==> src/hdl/basis_series_evaluator_defines.svh <==
// ----------------------------------------------------------------------------
// Basis series evaluator assertion macros
// Concurrent assertion helpers clocked on clk and held off while arst_n is low.
// ----------------------------------------------------------------------------
`ifndef BASIS_SERIES_EVALUATOR_DEFINES_SVH
`define BASIS_SERIES_EVALUATOR_DEFINES_SVH
`ifndef SYNTH
// antecedent implies consequent in the same cycle
`define BSE_ASSERT_SAME(label, ante, cons) \
	label: assert property (@(posedge clk) disable iff (!arst_n) (ante) |-> (cons)) \
		else $error("basis series evaluator: assertion failed");
// antecedent implies consequent in the next cycle
`define BSE_ASSERT_NEXT(label, ante, cons) \
	label: assert property (@(posedge clk) disable iff (!arst_n) (ante) |=> (cons)) \
		else $error("basis series evaluator: assertion failed");
`else
`define BSE_ASSERT_SAME(label, ante, cons)
`define BSE_ASSERT_NEXT(label, ante, cons)
`endif
`endif

==> src/hdl/bse_pkg.sv <==
// ----------------------------------------------------------------------------
// Basis series evaluator package
// Shared constants, sequencer states, result structs and saturation helper.
// ----------------------------------------------------------------------------
package bse_pkg;

	localparam int BSE_MAX_ORDER = 31;

	// 1.0 in Q16.16
	localparam logic signed [31:0] ONE_Q16 = 32'sd65536;
	localparam logic signed [31:0] NEG_ONE_Q16 = -32'sd65536;

	// configuration register indexes
	localparam logic [1:0] CFG_ARG_OFFSET   = 2'd0;
	localparam logic [1:0] CFG_INV_SCALE    = 2'd1;
	localparam logic [1:0] CFG_BASIS_SELECT = 2'd2;

	typedef enum logic [1:0] {
		BASIS_POWER,
		BASIS_POWER_DER,
		BASIS_CHEB,
		BASIS_CHEB_DER
	} basis_t;

	typedef enum logic [3:0] {
		ST_IDLE,
		ST_NORM_MUL,
		ST_NORM_RND,
		ST_SETUP,
		ST_LOOP_MUL,
		ST_LOOP_RND,
		ST_SCALE_MUL,
		ST_SCALE_RND,
		ST_TERM_MUL,
		ST_ACC
	} state_t;

	typedef struct packed {
		logic signed [31:0] val;
		logic               ov;
	} sat32_t;

	// outputs of the shared multiplier
	typedef struct packed {
		sat32_t             rnd;   // Q16.16 product, rounded half up, saturated
		sat32_t             ext;   // exact product, saturated
		logic signed [63:0] full;  // exact product, low 64 bits
	} mul_res_t;

	function automatic sat32_t sat32(input logic signed [64:0] v);
		sat32_t r;
		r.ov  = !((v[64:31] == '0) || (v[64:31] == '1));
		r.val = r.ov ? (v[64] ? 32'sh80000000 : 32'sh7fffffff) : v[31:0];
		return r;
	endfunction

endpackage

==> src/hdl/bse_mul_unit.sv <==
// ----------------------------------------------------------------------------
// Shared multiplier
// Registered 33x32 signed product with rounded and exact saturated views.
// ----------------------------------------------------------------------------
module bse_mul_unit
	import bse_pkg::*;
(
	input  logic               clk,
	input  logic               load,
	input  logic signed [32:0] op_a,
	input  logic signed [31:0] op_b,
	output mul_res_t           res
);

	logic signed [64:0] prod_s1;
	logic signed [64:0] rnd_sum;
	logic signed [48:0] rnd;

	always_ff @(posedge clk) begin
		if (load) begin
			prod_s1 <= op_a * op_b;
		end
	end

	// round half up, then floor shift by 16
	assign rnd_sum = prod_s1 + 65'sd32768;
	assign rnd     = rnd_sum[64:16];

	assign res.rnd  = sat32({{16{rnd[48]}}, rnd});
	assign res.ext  = sat32(prod_s1);
	assign res.full = prod_s1[63:0];

endmodule

==> src/hdl/bse_accum.sv <==
// ----------------------------------------------------------------------------
// Series accumulator
// Saturating Q32.32 running sum, sticky overflow and output word register.
// ----------------------------------------------------------------------------
module bse_accum
	import bse_pkg::*;
(
	input  logic               clk,
	input  logic               arst_n,
	input  logic               add_en,
	input  logic signed [63:0] term,
	input  logic               term_ov,
	input  logic               last,
	output logic               acc_ready,
	output logic               out_valid,
	input  logic               out_ready,
	output logic signed [63:0] series_sum,
	output logic               overflowed
);

	logic signed [63:0] run_q;
	logic               sticky_q;
	logic               out_valid_q;
	logic signed [63:0] sum_out_q;
	logic               ov_out_q;
	logic signed [64:0] sum;
	logic               sum_ov;
	logic signed [63:0] sum_sat;
	logic               sticky_new;

	assign sum        = {term[63], term} + {run_q[63], run_q};
	assign sum_ov     = sum[64] ^ sum[63];
	assign sum_sat    = sum_ov ? (sum[64] ? 64'sh8000000000000000 : 64'sh7fffffffffffffff)
		: sum[63:0];
	assign sticky_new = sticky_q | term_ov | sum_ov;

	// a last term needs the output register free (or freeing this cycle)
	assign acc_ready = !last || !out_valid_q || out_ready;

	always_ff @(posedge clk or negedge arst_n) begin
		if (!arst_n) begin
			run_q       <= '0;
			sticky_q    <= 1'b0;
			out_valid_q <= 1'b0;
		end else begin
			if (out_valid_q && out_ready) begin
				out_valid_q <= 1'b0;
			end
			if (add_en && acc_ready) begin
				if (last) begin
					run_q       <= '0;
					sticky_q    <= 1'b0;
					out_valid_q <= 1'b1;
				end else begin
					run_q    <= sum_sat;
					sticky_q <= sticky_new;
				end
			end
		end
	end

	always_ff @(posedge clk) begin
		if (add_en && acc_ready && last) begin
			sum_out_q <= sum_sat;
			ov_out_q  <= sticky_new;
		end
	end

	assign out_valid  = out_valid_q;
	assign series_sum = sum_out_q;
	assign overflowed = ov_out_q;

endmodule

==> src/hdl/basis_series_evaluator.sv <==
// ----------------------------------------------------------------------------
// Basis series evaluator
// Evaluates a weighted series of power or Chebyshev basis terms (or their
// derivatives) in fixed point. Each accepted word is one term: its argument is
// normalized as (arg_x - arg_offset) * inv_scale in Q16.16, the basis selected
// by basis_select is evaluated at that point, weighted by the coefficient and
// added into a saturating Q32.32 sum that is emitted on the last term along
// with a sticky overflow flag. All multiplies run on one shared multiplier
// under a small sequencer, so the block takes one term at a time. Each term
// is normalized, set up, run through its basis recurrence, scaled by the
// order when a derivative basis needs it (every derivative term except order
// zero and the Chebyshev derivative of order one away from the endpoints),
// weighted and accumulated. The recurrence has L multiply steps: n for the
// power basis, n-1 for its derivative and for Chebyshev T_n, n-2 for the
// Chebyshev derivative (zero for trivial orders and endpoints). Each
// recurrence step is a multiply state and a round/saturate state through
// the shared multiplier, so a power term of order 31, or its derivative, is
// the worst case. A finished sum waits in an output register, so new terms
// are taken while it is pending; only the last term of the following series
// stalls until that word has been taken.
// ----------------------------------------------------------------------------
`include "basis_series_evaluator_defines.svh"

module basis_series_evaluator
	import bse_pkg::*;
#(
	parameter int MAX_ORDER = BSE_MAX_ORDER
) (
	input  logic               clk,
	input  logic               arst_n,
	// configuration
	input  logic               cfg_wr_en,
	input  logic [1:0]         cfg_index,
	input  logic [31:0]        cfg_data,
	// term input
	input  logic               in_valid,
	output logic               in_ready,
	input  logic signed [31:0] arg_x,
	input  logic [4:0]         term_order,
	input  logic signed [31:0] coefficient,
	input  logic               last_term,
	// series result
	output logic               out_valid,
	input  logic               out_ready,
	output logic signed [63:0] series_sum,
	output logic               overflowed
);

	// configuration registers
	logic signed [31:0] arg_offset_q;
	logic signed [31:0] inv_scale_q;
	basis_t             basis_select_q;

	// sequencer
	state_t state_q;
	state_t state_d;

	// per-term working registers
	logic signed [31:0] x_in_q;
	logic signed [31:0] coef_q;
	logic               last_q;
	logic [4:0]         n_q;
	logic [4:0]         k_q;     // recurrence steps left
	logic               ov_q;    // saturation seen in this term
	logic signed [31:0] xn_q;    // normalized argument
	logic signed [31:0] x_op_q;  // argument used in the loop (clipped for Chebyshev)
	logic signed [31:0] cur_q;   // current basis value
	logic signed [31:0] prev_q;  // previous basis value (Chebyshev)

	// shared multiplier
	logic               mul_load;
	logic signed [32:0] mul_a;
	logic signed [31:0] mul_b;
	mul_res_t           mul_res;

	// accumulator handshake
	logic acc_en;
	logic acc_ready;

	logic [4:0] n_clamp;

	// setup plan, worked out from the normalized argument
	logic signed [31:0] xc;
	logic signed [31:0] su_xop;
	logic signed [31:0] su_cur;
	logic signed [31:0] su_prev;
	logic [4:0]         su_k;
	state_t             su_next;

	// Chebyshev step 2*p - prev
	logic signed [64:0] cheb_diff;
	sat32_t             cheb_sat;

	logic is_cheb;
	logic is_der;

	assign is_cheb = (basis_select_q == BASIS_CHEB) || (basis_select_q == BASIS_CHEB_DER);
	assign is_der  = (basis_select_q == BASIS_POWER_DER) || (basis_select_q == BASIS_CHEB_DER);

	// clamp orders above the supported maximum
	assign n_clamp = (int'(term_order) > MAX_ORDER) ? 5'(MAX_ORDER) : term_order;

	// ------------------------------------------------------------------
	// Configuration writes; unknown indexes are dropped
	// ------------------------------------------------------------------
	always_ff @(posedge clk or negedge arst_n) begin
		if (!arst_n) begin
			arg_offset_q   <= '0;
			inv_scale_q    <= ONE_Q16;
			basis_select_q <= BASIS_POWER;
		end else if (cfg_wr_en) begin
			case (cfg_index)
				CFG_ARG_OFFSET:   arg_offset_q   <= cfg_data;
				CFG_INV_SCALE:    inv_scale_q    <= cfg_data;
				CFG_BASIS_SELECT: basis_select_q <= basis_t'(cfg_data[1:0]);
				default: ;
			endcase
		end
	end

	// ------------------------------------------------------------------
	// Setup plan: pick the loop start values and first state per basis
	// ------------------------------------------------------------------
	always_comb begin
		// clip to [-1, 1] for the Chebyshev bases
		if (xn_q > ONE_Q16) begin
			xc = ONE_Q16;
		end else if (xn_q < NEG_ONE_Q16) begin
			xc = NEG_ONE_Q16;
		end else begin
			xc = xn_q;
		end

		su_xop  = xn_q;
		su_cur  = ONE_Q16;
		su_prev = ONE_Q16;
		su_k    = n_q;
		su_next = ST_TERM_MUL;

		case (basis_select_q)
			BASIS_POWER: begin
				// x^0 is 1.0, otherwise multiply n times
				su_next = (n_q == '0) ? ST_TERM_MUL : ST_LOOP_MUL;
			end
			BASIS_POWER_DER: begin
				su_k = n_q - 5'd1;
				if (n_q == '0) begin
					su_cur  = '0;
					su_next = ST_TERM_MUL;
				end else if (n_q == 5'd1) begin
					su_next = ST_SCALE_MUL;
				end else begin
					su_next = ST_LOOP_MUL;
				end
			end
			BASIS_CHEB: begin
				su_xop = xc;
				su_k   = n_q - 5'd1;
				if (n_q == '0) begin
					su_next = ST_TERM_MUL;
				end else begin
					su_cur  = xc;
					su_next = (n_q == 5'd1) ? ST_TERM_MUL : ST_LOOP_MUL;
				end
			end
			BASIS_CHEB_DER: begin
				su_xop = xc;
				su_k   = n_q - 5'd2;
				if (n_q == '0) begin
					su_cur  = '0;
					su_next = ST_TERM_MUL;
				end else if ((xc == ONE_Q16) || (xc == NEG_ONE_Q16)) begin
					// endpoint: n*n, formed as (n << 16) * n
					su_cur  = 32'(n_q) <<< 16;
					su_next = ST_SCALE_MUL;
				end else if (n_q == 5'd1) begin
					su_next = ST_TERM_MUL;
				end else begin
					// U_1 = 2x, cannot overflow after clipping
					su_cur  = xc <<< 1;
					su_next = (n_q == 5'd2) ? ST_SCALE_MUL : ST_LOOP_MUL;
				end
			end
			default: ;
		endcase
	end

	// ------------------------------------------------------------------
	// Next state
	// ------------------------------------------------------------------
	always_comb begin
		state_d = state_q;
		case (state_q)
			ST_IDLE:      if (in_valid) state_d = ST_NORM_MUL;
			ST_NORM_MUL:  state_d = ST_NORM_RND;
			ST_NORM_RND:  state_d = ST_SETUP;
			ST_SETUP:     state_d = su_next;
			ST_LOOP_MUL:  state_d = ST_LOOP_RND;
			ST_LOOP_RND: begin
				if (k_q == 5'd1) begin
					state_d = is_der ? ST_SCALE_MUL : ST_TERM_MUL;
				end else begin
					state_d = ST_LOOP_MUL;
				end
			end
			ST_SCALE_MUL: state_d = ST_SCALE_RND;
			ST_SCALE_RND: state_d = ST_TERM_MUL;
			ST_TERM_MUL:  state_d = ST_ACC;
			ST_ACC:       if (acc_ready) state_d = ST_IDLE;
			default:      state_d = ST_IDLE;
		endcase
	end

	// ------------------------------------------------------------------
	// Sequencer outputs: handshake and multiplier operand selection
	// ------------------------------------------------------------------
	always_comb begin
		in_ready = 1'b0;
		mul_load = 1'b0;
		acc_en   = 1'b0;
		mul_a    = {cur_q[31], cur_q};
		mul_b    = x_op_q;
		case (state_q)
			ST_IDLE: in_ready = 1'b1;
			ST_NORM_MUL: begin
				// 33-bit difference times the reciprocal scale
				mul_load = 1'b1;
				mul_a    = {x_in_q[31], x_in_q} - {arg_offset_q[31], arg_offset_q};
				mul_b    = inv_scale_q;
			end
			ST_LOOP_MUL: mul_load = 1'b1;
			ST_SCALE_MUL: begin
				mul_load = 1'b1;
				mul_b    = {27'b0, n_q};
			end
			ST_TERM_MUL: begin
				mul_load = 1'b1;
				mul_b    = coef_q;
			end
			ST_ACC: acc_en = 1'b1;
			default: ;
		endcase
	end

	always_ff @(posedge clk or negedge arst_n) begin
		if (!arst_n) begin
			state_q <= ST_IDLE;
		end else begin
			state_q <= state_d;
		end
	end

	// Chebyshev step: double the rounded product and subtract the older value
	assign cheb_diff = {{32{mul_res.rnd.val[31]}}, mul_res.rnd.val, 1'b0}
		- {{33{prev_q[31]}}, prev_q};
	assign cheb_sat  = sat32(cheb_diff);

	// ------------------------------------------------------------------
	// Working registers
	// ------------------------------------------------------------------
	always_ff @(posedge clk) begin
		case (state_q)
			ST_IDLE: begin
				if (in_valid) begin
					x_in_q <= arg_x;
					coef_q <= coefficient;
					last_q <= last_term;
					n_q    <= n_clamp;
					ov_q   <= 1'b0;
				end
			end
			ST_NORM_RND: begin
				xn_q <= mul_res.rnd.val;
				ov_q <= ov_q | mul_res.rnd.ov;
			end
			ST_SETUP: begin
				x_op_q <= su_xop;
				cur_q  <= su_cur;
				prev_q <= su_prev;
				k_q    <= su_k;
			end
			ST_LOOP_RND: begin
				k_q <= k_q - 5'd1;
				if (is_cheb) begin
					cur_q  <= cheb_sat.val;
					prev_q <= cur_q;
					ov_q   <= ov_q | mul_res.rnd.ov | cheb_sat.ov;
				end else begin
					cur_q <= mul_res.rnd.val;
					ov_q  <= ov_q | mul_res.rnd.ov;
				end
			end
			ST_SCALE_RND: begin
				// integer order scaling is exact, then saturated
				cur_q <= mul_res.ext.val;
				ov_q  <= ov_q | mul_res.ext.ov;
			end
			default: ;
		endcase
	end

	bse_mul_unit u_mul (
		.clk  (clk),
		.load (mul_load),
		.op_a (mul_a),
		.op_b (mul_b),
		.res  (mul_res)
	);

	// the Q32.32 term is the exact product of basis value and coefficient
	bse_accum u_accum (
		.clk        (clk),
		.arst_n     (arst_n),
		.add_en     (acc_en),
		.term       (mul_res.full),
		.term_ov    (ov_q),
		.last       (last_q),
		.acc_ready  (acc_ready),
		.out_valid  (out_valid),
		.out_ready  (out_ready),
		.series_sum (series_sum),
		.overflowed (overflowed)
	);

	// ------------------------------------------------------------------
	// Assertions
	// ------------------------------------------------------------------
	`BSE_ASSERT_NEXT(a_accept_starts_norm, in_valid && in_ready, state_q == ST_NORM_MUL)
	`BSE_ASSERT_SAME(a_loop_has_steps, state_q == ST_LOOP_MUL, k_q != 5'd0)
	`BSE_ASSERT_SAME(a_cheb_arg_clipped, (state_q == ST_LOOP_MUL) && is_cheb, (x_op_q <= ONE_Q16) && (x_op_q >= NEG_ONE_Q16))
	`BSE_ASSERT_NEXT(a_mid_term_no_stall, (state_q == ST_ACC) && !last_q, state_q == ST_IDLE)
	`BSE_ASSERT_SAME(a_result_from_last, $rose(out_valid), $past(state_q == ST_ACC) && $past(last_q))

endmodule
==> config.mk <==
export PLATFORM = sky130hd
export DESIGN_NAME = basis_series_evaluator
export DESIGN_NICKNAME = d
export VERILOG_FILES = /design/src/hdl/bse_pkg.sv /design/src/hdl/bse_mul_unit.sv /design/src/hdl/bse_accum.sv /design/src/hdl/basis_series_evaluator.sv
export VERILOG_INCLUDE_DIRS = /design/src /design/src/hdl
export SDC_FILE = /design/constraint.sdc
export NUM_CORES = 2
export LEC_CHECK = 0
export ABC_CLOCK_PERIOD_IN_PS = 21800
export BUFFER_PORTS_ARGS = -buffer_cell sky130_fd_sc_hd__buf_2
export CORE_MARGIN = 8
export CORE_UTILIZATION = 55
export DETAILED_ROUTE_END_ITERATION = 6
export PLACE_DENSITY = 0.72
export SYNTH_ARGS = -nofsm -noshare
export SYNTH_HDL_FRONTEND = slang
export SYNTH_SLANG_ARGS = --single-unit
==> constraint.sdc <==
create_clock -name clk -period 21.8 [get_ports clk]
set_clock_uncertainty 0.2 [all_clocks]
set_input_delay 6.54 -clock clk [delete_from_list [all_inputs] [get_ports clk]]
set_output_delay 6.54 -clock clk [all_outputs]
set_load 0.01 [all_outputs]
== Word level (Yosys, flattened, before mapping) ==
Cells that the tools add are included.

* Output and inout port bits: 67
* Bits in registers: 470

* $lt $le $gt $ge: 2
* Multiply operators: 1
* $add $sub $neg: 7
* Equal/unequal tests: 25
* Bitwise gates (word level): 6
* Reductions and logical operators: 36
* Multiplexer cells: 51

{| class="wikitable"
|+ Operators with widths
! kind !! count
|-
| 32-bit two-way mux || 15
|-
| 32-bit one-hot mux with 3 select lines || 3
|-
| 64-bit two-way mux || 3
|-
| 34-bit equality test, second input constant || 3
|-
| 34-bit zero test || 3
|-
| 64-bit by 64-bit adder with 65-bit output || 1
|-
| 65-bit by 17-bit adder with 65-bit output, second input constant || 1
|-
| 33-bit by 32-bit multiplier with 65-bit output || 1
|-
| 32-bit one-hot mux with 2 select lines || 1
|-
| 4-bit two-way mux || 11
|-
| 4-bit one-hot mux with 10 select lines || 1
|-
| 33-bit by 32-bit subtractor with 34-bit output || 1
|-
| 33-bit two-way mux || 1
|-
| 32-bit by 32-bit subtractor with 33-bit output || 1
|-
| 32-bit by 17-bit equality test with 1-bit output, second input constant || 1
|-
| 32-bit by 18-bit equality test with 1-bit output, second input constant || 1
|-
| 32-bit by 18-bit > comparator with 1-bit output, second input constant || 1
|-
| 32-bit by 17-bit less-than comparator with 1-bit output, second input constant || 1
|-
| 5-bit one-hot mux with 2 select lines || 2
|-
| 17-bit two-way mux || 1
|-
| 4-bit by 3-bit equality test with 1-bit output, second input constant || 4
|-
| 4-bit one-hot mux with 4 select lines || 1
|-
| 2-bit AND reduction || 7
|-
| 5-bit by 1-bit equality test with 1-bit output, second input constant || 2
|-
| 26 further kinds || 61
|}

== Logic depth before layout (Yosys ltp) ==
* Depth after elaboration: 11
* Depth in mapped cells: 45
* Mapped depth without buffers: 43

== By module ==
A second synthesis with hierarchy kept.

* Cell total of the unflattened synthesis: 7,016
* Area total of the unflattened synthesis: 66,707.7 µm²

{| class="wikitable"
|+ Modules (own cells, without submodules)
! module !! cells each !! area an instance (µm²) !! seq. area each (µm²) !! times used
|-
| bse_mul_unit || 4,440 || 41,477.3 || 1,951.9 || 1
|-
| basis_series_evaluator || 1,573 || 16,076.7 || 7,878.8 || 1
|-
| bse_accum || 1,003 || 9,153.8 || 3,603.5 || 1
|}

== Worst setup path before layout ==
Ideal clock, no wire load.

* Path kind: register -> register
* From: register x_in_q[0]
* To: register u_mul.prod_s1[56], data pin
* Arrival: 10.488 ns
* Stages on the path, launching flop included: 40
* Required time: 21.340 ns
* Setup time: 0.260 ns
* Clock period less this slack: 10.948 ns
* Slack: 10.852 ns
* Buffers on the path: 2
* Path through: edfxtp_1 inv_1 ha_1 inv_1 fa_1 a21o_1 a21oi_1 nor2b_1 o21a_1 o41a_1 a41o_1 a2111oi_4 o21a_1 nor2_1 o211ai_1 buf_2 nand2_1 fa_1 [... 4 more ...] fa_1 fa_1 fa_1 inv_1 fa_1 inv_1 ha_1 clkbuf_1 a21o_1 a21o_1 a21oi_1 and3_1 or4b_2 o21ai_0 o21a_1 o21ai_0 a21oi_1 xnor2_1

* Word-level cells in the longest chain between the ends: 3

{| class="wikitable"
|+ Ends and longest elaborated chain
! item !! RTL line !! RTL
|-
| start, declared || basis_series_evaluator.sv:59 || <nowiki>logic signed [31:0] x_in_q;</nowiki>
|-
| start signal, assigned || basis_series_evaluator.sv:265 || <nowiki>x_in_q <= arg_x;</nowiki>
|-
| 32-bit by 32-bit subtractor with 33-bit output || basis_series_evaluator.sv:228 || <nowiki>mul_a = {x_in_q[31], x_in_q} - {arg_offset_q[31], arg_offset_q};</nowiki>
|-
| 33-bit two-way mux || basis_series_evaluator.sv:223 || <nowiki>case (state_q)</nowiki>
|-
| 33-bit by 32-bit multiplier with 65-bit output || bse_mul_unit.sv:21 || <nowiki>prod_s1 <= op_a * op_b;</nowiki>
|-
| end signal, assigned || bse_mul_unit.sv:21 ||
|-
| end, declared || bse_mul_unit.sv:15 || <nowiki>logic signed [64:0] prod_s1;</nowiki>
|}

Every way passes these cells.
A chain may end at the register's enable or synchronous reset.

== Worst setup path in the final report ==
* From: register x_in_q[0]
* To: register u_mul.prod_s1[63], data pin

Same word-level chain as after synthesis.

==> qor.yml <==
hold_viol_final: 0
worstHoldPathType: "reg2reg"
period_needed_ns: 12.34
maxCapViolations: 0
violations: "DRC"
final_nets: 8447
critPathSlowestCell: "nand2_1"
outcome: "finished with violations"
drtIter0Drc: 5399
syn_nets: 8445
crit_path_end_kind: "flip-flop"
tritoncts.num_buffers: 52
clk_path_buf_depth: 3
grt_antenna_before_repair: 3
die_w_um: 359
post-route-cell-area_um2: 68900
grt_start_max_net_pins: 64
crit_path_frequent_cell: "fa_1"
clock_latency_ns: 0.65
htreeDepth: 2
fp.coreArea_um2: 116000
yosys.area.top_type_share: 0.346
gp_congestion: 1.05
seq_area_frac_synth: 0.208
r2r_slack_ns: 9.46
period_share: 0.566
place.port_buffers: 175
synth-warning-count: 0
synth_edf_count: 334
cts_setup_buffers: 0
cts.hold.buffers_added: 0
slew_violations: 0
worst_pin_slew_ns: 1.42
worstPathRequired_ns: 21.97
max_freq_mhz: 81.1
core.rowCount: 125
yosysMostFrequentCell: "inv_1"
die_y_um: 359
initial_core_util: 0.555
syn2layout_area_growth_pct: 6.71
async_flop_share: 0.289
synthCells: 6893
via_per_inst: 6.13
layout-drive-gt1-share: 0.0696
dr_total_vias: 51900
drc: 1
clock_sinks: 470
ctsResizeCount: 0
clk_pin_slew_worst_paths_ns: 0.06
ios: 176
synth_flop_cell: "edfxtp_1"
wirelength_um: 220000
tns_ns: 0
synth.cell_area_um2: 64600
grt-ovfl-total: 0
setup_violations: 0
post_dp_cell_area_um2: 67100
fillCellCount: 10100
first_pass_iters: 7
dieArea_um2: 129000
start_kind: "flip-flop"
grt_pass1_wl_um: 332000
rsz0062_at_grt: "no"
cts_tree: "yes"
dp_slack_ns: 9.73
hpwl_um: 175000
grt_use_total: 0.346
synth_area_leader_cell: "fa_1"
post-route-worst-setup-slack_ns: 9.46
path_class: "reg2reg"
first_global_vias: 54100
ant_nets: 0
crit_arrival_ns: 12.51
root_buffer: "clkbuf_16"
netlist_top_cells_count: "inv_1, fa_1, nand2_1, nor2_1, edfxtp_1"
synth.distinct_cells: 93
worstPathMaxFanout: 21
synthesis.area_per_instance_um2: 9.37
yosys-top-cells-area: "fa_1, edfxtp_1, inv_1, ha_1, dfrtp_1"
relSlewSlack: 0.0526
slowest_delay_ns: 0.83
ys_seq_elements: 470
final_core_util: 0.592
wl_per_cell_um: 26.0
## sequential cells by signal, summed over array words and instances, names as in the netlist
| signal | count |
|---|---|
| arg_offset_q | 32 |
| basis_select_q | 2 |
| coef_q | 32 |
| cur_q | 32 |
| inv_scale_q | 32 |
| k_q | 5 |
| last_q | 1 |
| n_q | 5 |
| ov_q | 1 |
| prev_q | 32 |
| state_q | 4 |
| u_accum.out_valid | 1 |
| u_accum.overflowed | 1 |
| u_accum.run_q | 64 |
| u_accum.series_sum | 64 |
| u_accum.sticky_q | 1 |
| u_mul.prod_s1 | 65 |
| x_in_q | 32 |
| x_op_q | 32 |
| xn_q | 32 |
## critical path: cells and delay by family, from the launching register on
family | cells | cell delay, ns
adders and majority gates | 11 | 4.90
AOI/OAI and AO/OA | 14 | 4.33
and+or+nand+nor | 7 | 1.72
buffers and inverters | 7 | 0.38
DFF | 1 | 0.36
xor gates and xnor gates | 1 | 0.19
## stage by stage
step	hold WS, ns	std cells
after global routing	0.301	8462
after detailed placement	0.264	8365
after global placement	0.254	8365
after floorplan	0.243	6893
final	0.274	8467
after CTS	0.278	8462
## cell families after synthesis
kind of cell | after synthesis | synth area share
fa+ha+maj | 1484 | 0.416
mux | 62 | 0.0104
flops | 470 | 0.208
compound gates | 1059 | 0.108
xor+xnor | 216 | 0.0296
buf+inv | 1533 | 0.0900
simple gates | 2069 | 0.138
## path summary, 6_finish.rpt
check,cells past startpoint,end,start
hold / removal,2,u_accum.run_q[56]$_DFFE_PN0P_,u_accum.run_q[56]$_DFFE_PN0P_
hold reg to reg,2,u_accum.run_q[56]$_DFFE_PN0P_,u_accum.run_q[56]$_DFFE_PN0P_
setup / recovery,40,u_mul.prod_s1[63]$_DFFE_PP_,x_in_q[0]$_DFFE_PP_
min in group asynchronous,1,inv_scale_q[11]$_DFFE_PN0P_,arst_n
max in group asynchronous,3,u_accum.run_q[21]$_DFFE_PN0P_,arst_n
setup reg to reg,40,u_mul.prod_s1[63]$_DFFE_PP_,x_in_q[0]$_DFFE_PP_
## final cells by class
cell class	count	area, µm²	area share
multi-input cells	4890	45600	0.662
well taps	1524	1910	0.0277
flip-flops and latches	470	13400	0.195
repair buffers	282	1690	0.0245
diodes	5	12.5	0.000182
inverters	1199	4500	0.0653
clock buffers	65	1390	0.0202
clock inverters	32	383	0.00556
## cell usage in the layout (no fill, tap or decap), types with 15 or more instances in the layout
cell / instances
a211oi_1: 20
a21boi_0: 15
a21o_1: 113
a21oi_1: 236
a221o_1: 24
a221oi_1: 16
a22oi_1: 47
a31oi_1: 26
and2_1: 89
and3_1: 29
and4_1: 18
buf_2: 174
buf_4: 107
clkbuf_16: 53
dfrtp_1: 135
edfxtp_1: 334
fa_1: 1115
ha_1: 328
inv_1: 1199
maj3_1: 41
mux2_2: 39
nand2_1: 893
nand2b_1: 39
nand3_1: 58
nand4_1: 51
nor2_1: 714
nor2b_1: 34
nor3_1: 33
nor4_1: 27
o211a_1: 29
o211ai_1: 48
o21a_1: 56
o21ai_0: 265
o21bai_1: 22
or3_1: 16
xnor2_1: 134
xor2_1: 81
## per-layer routing
metal  up-vias  wire length [µm]  global-route usage
met5         -                18                   0
met2      3041             98500               0.546
met3       902             24600              0.0965
met4         2             20000               0.250
li1      22000                 -                   -
met1     26000             76500               0.407
Power is not shown: default switching activity piles up to over one toggle a cycle in this logic, so the estimate is an artifact.
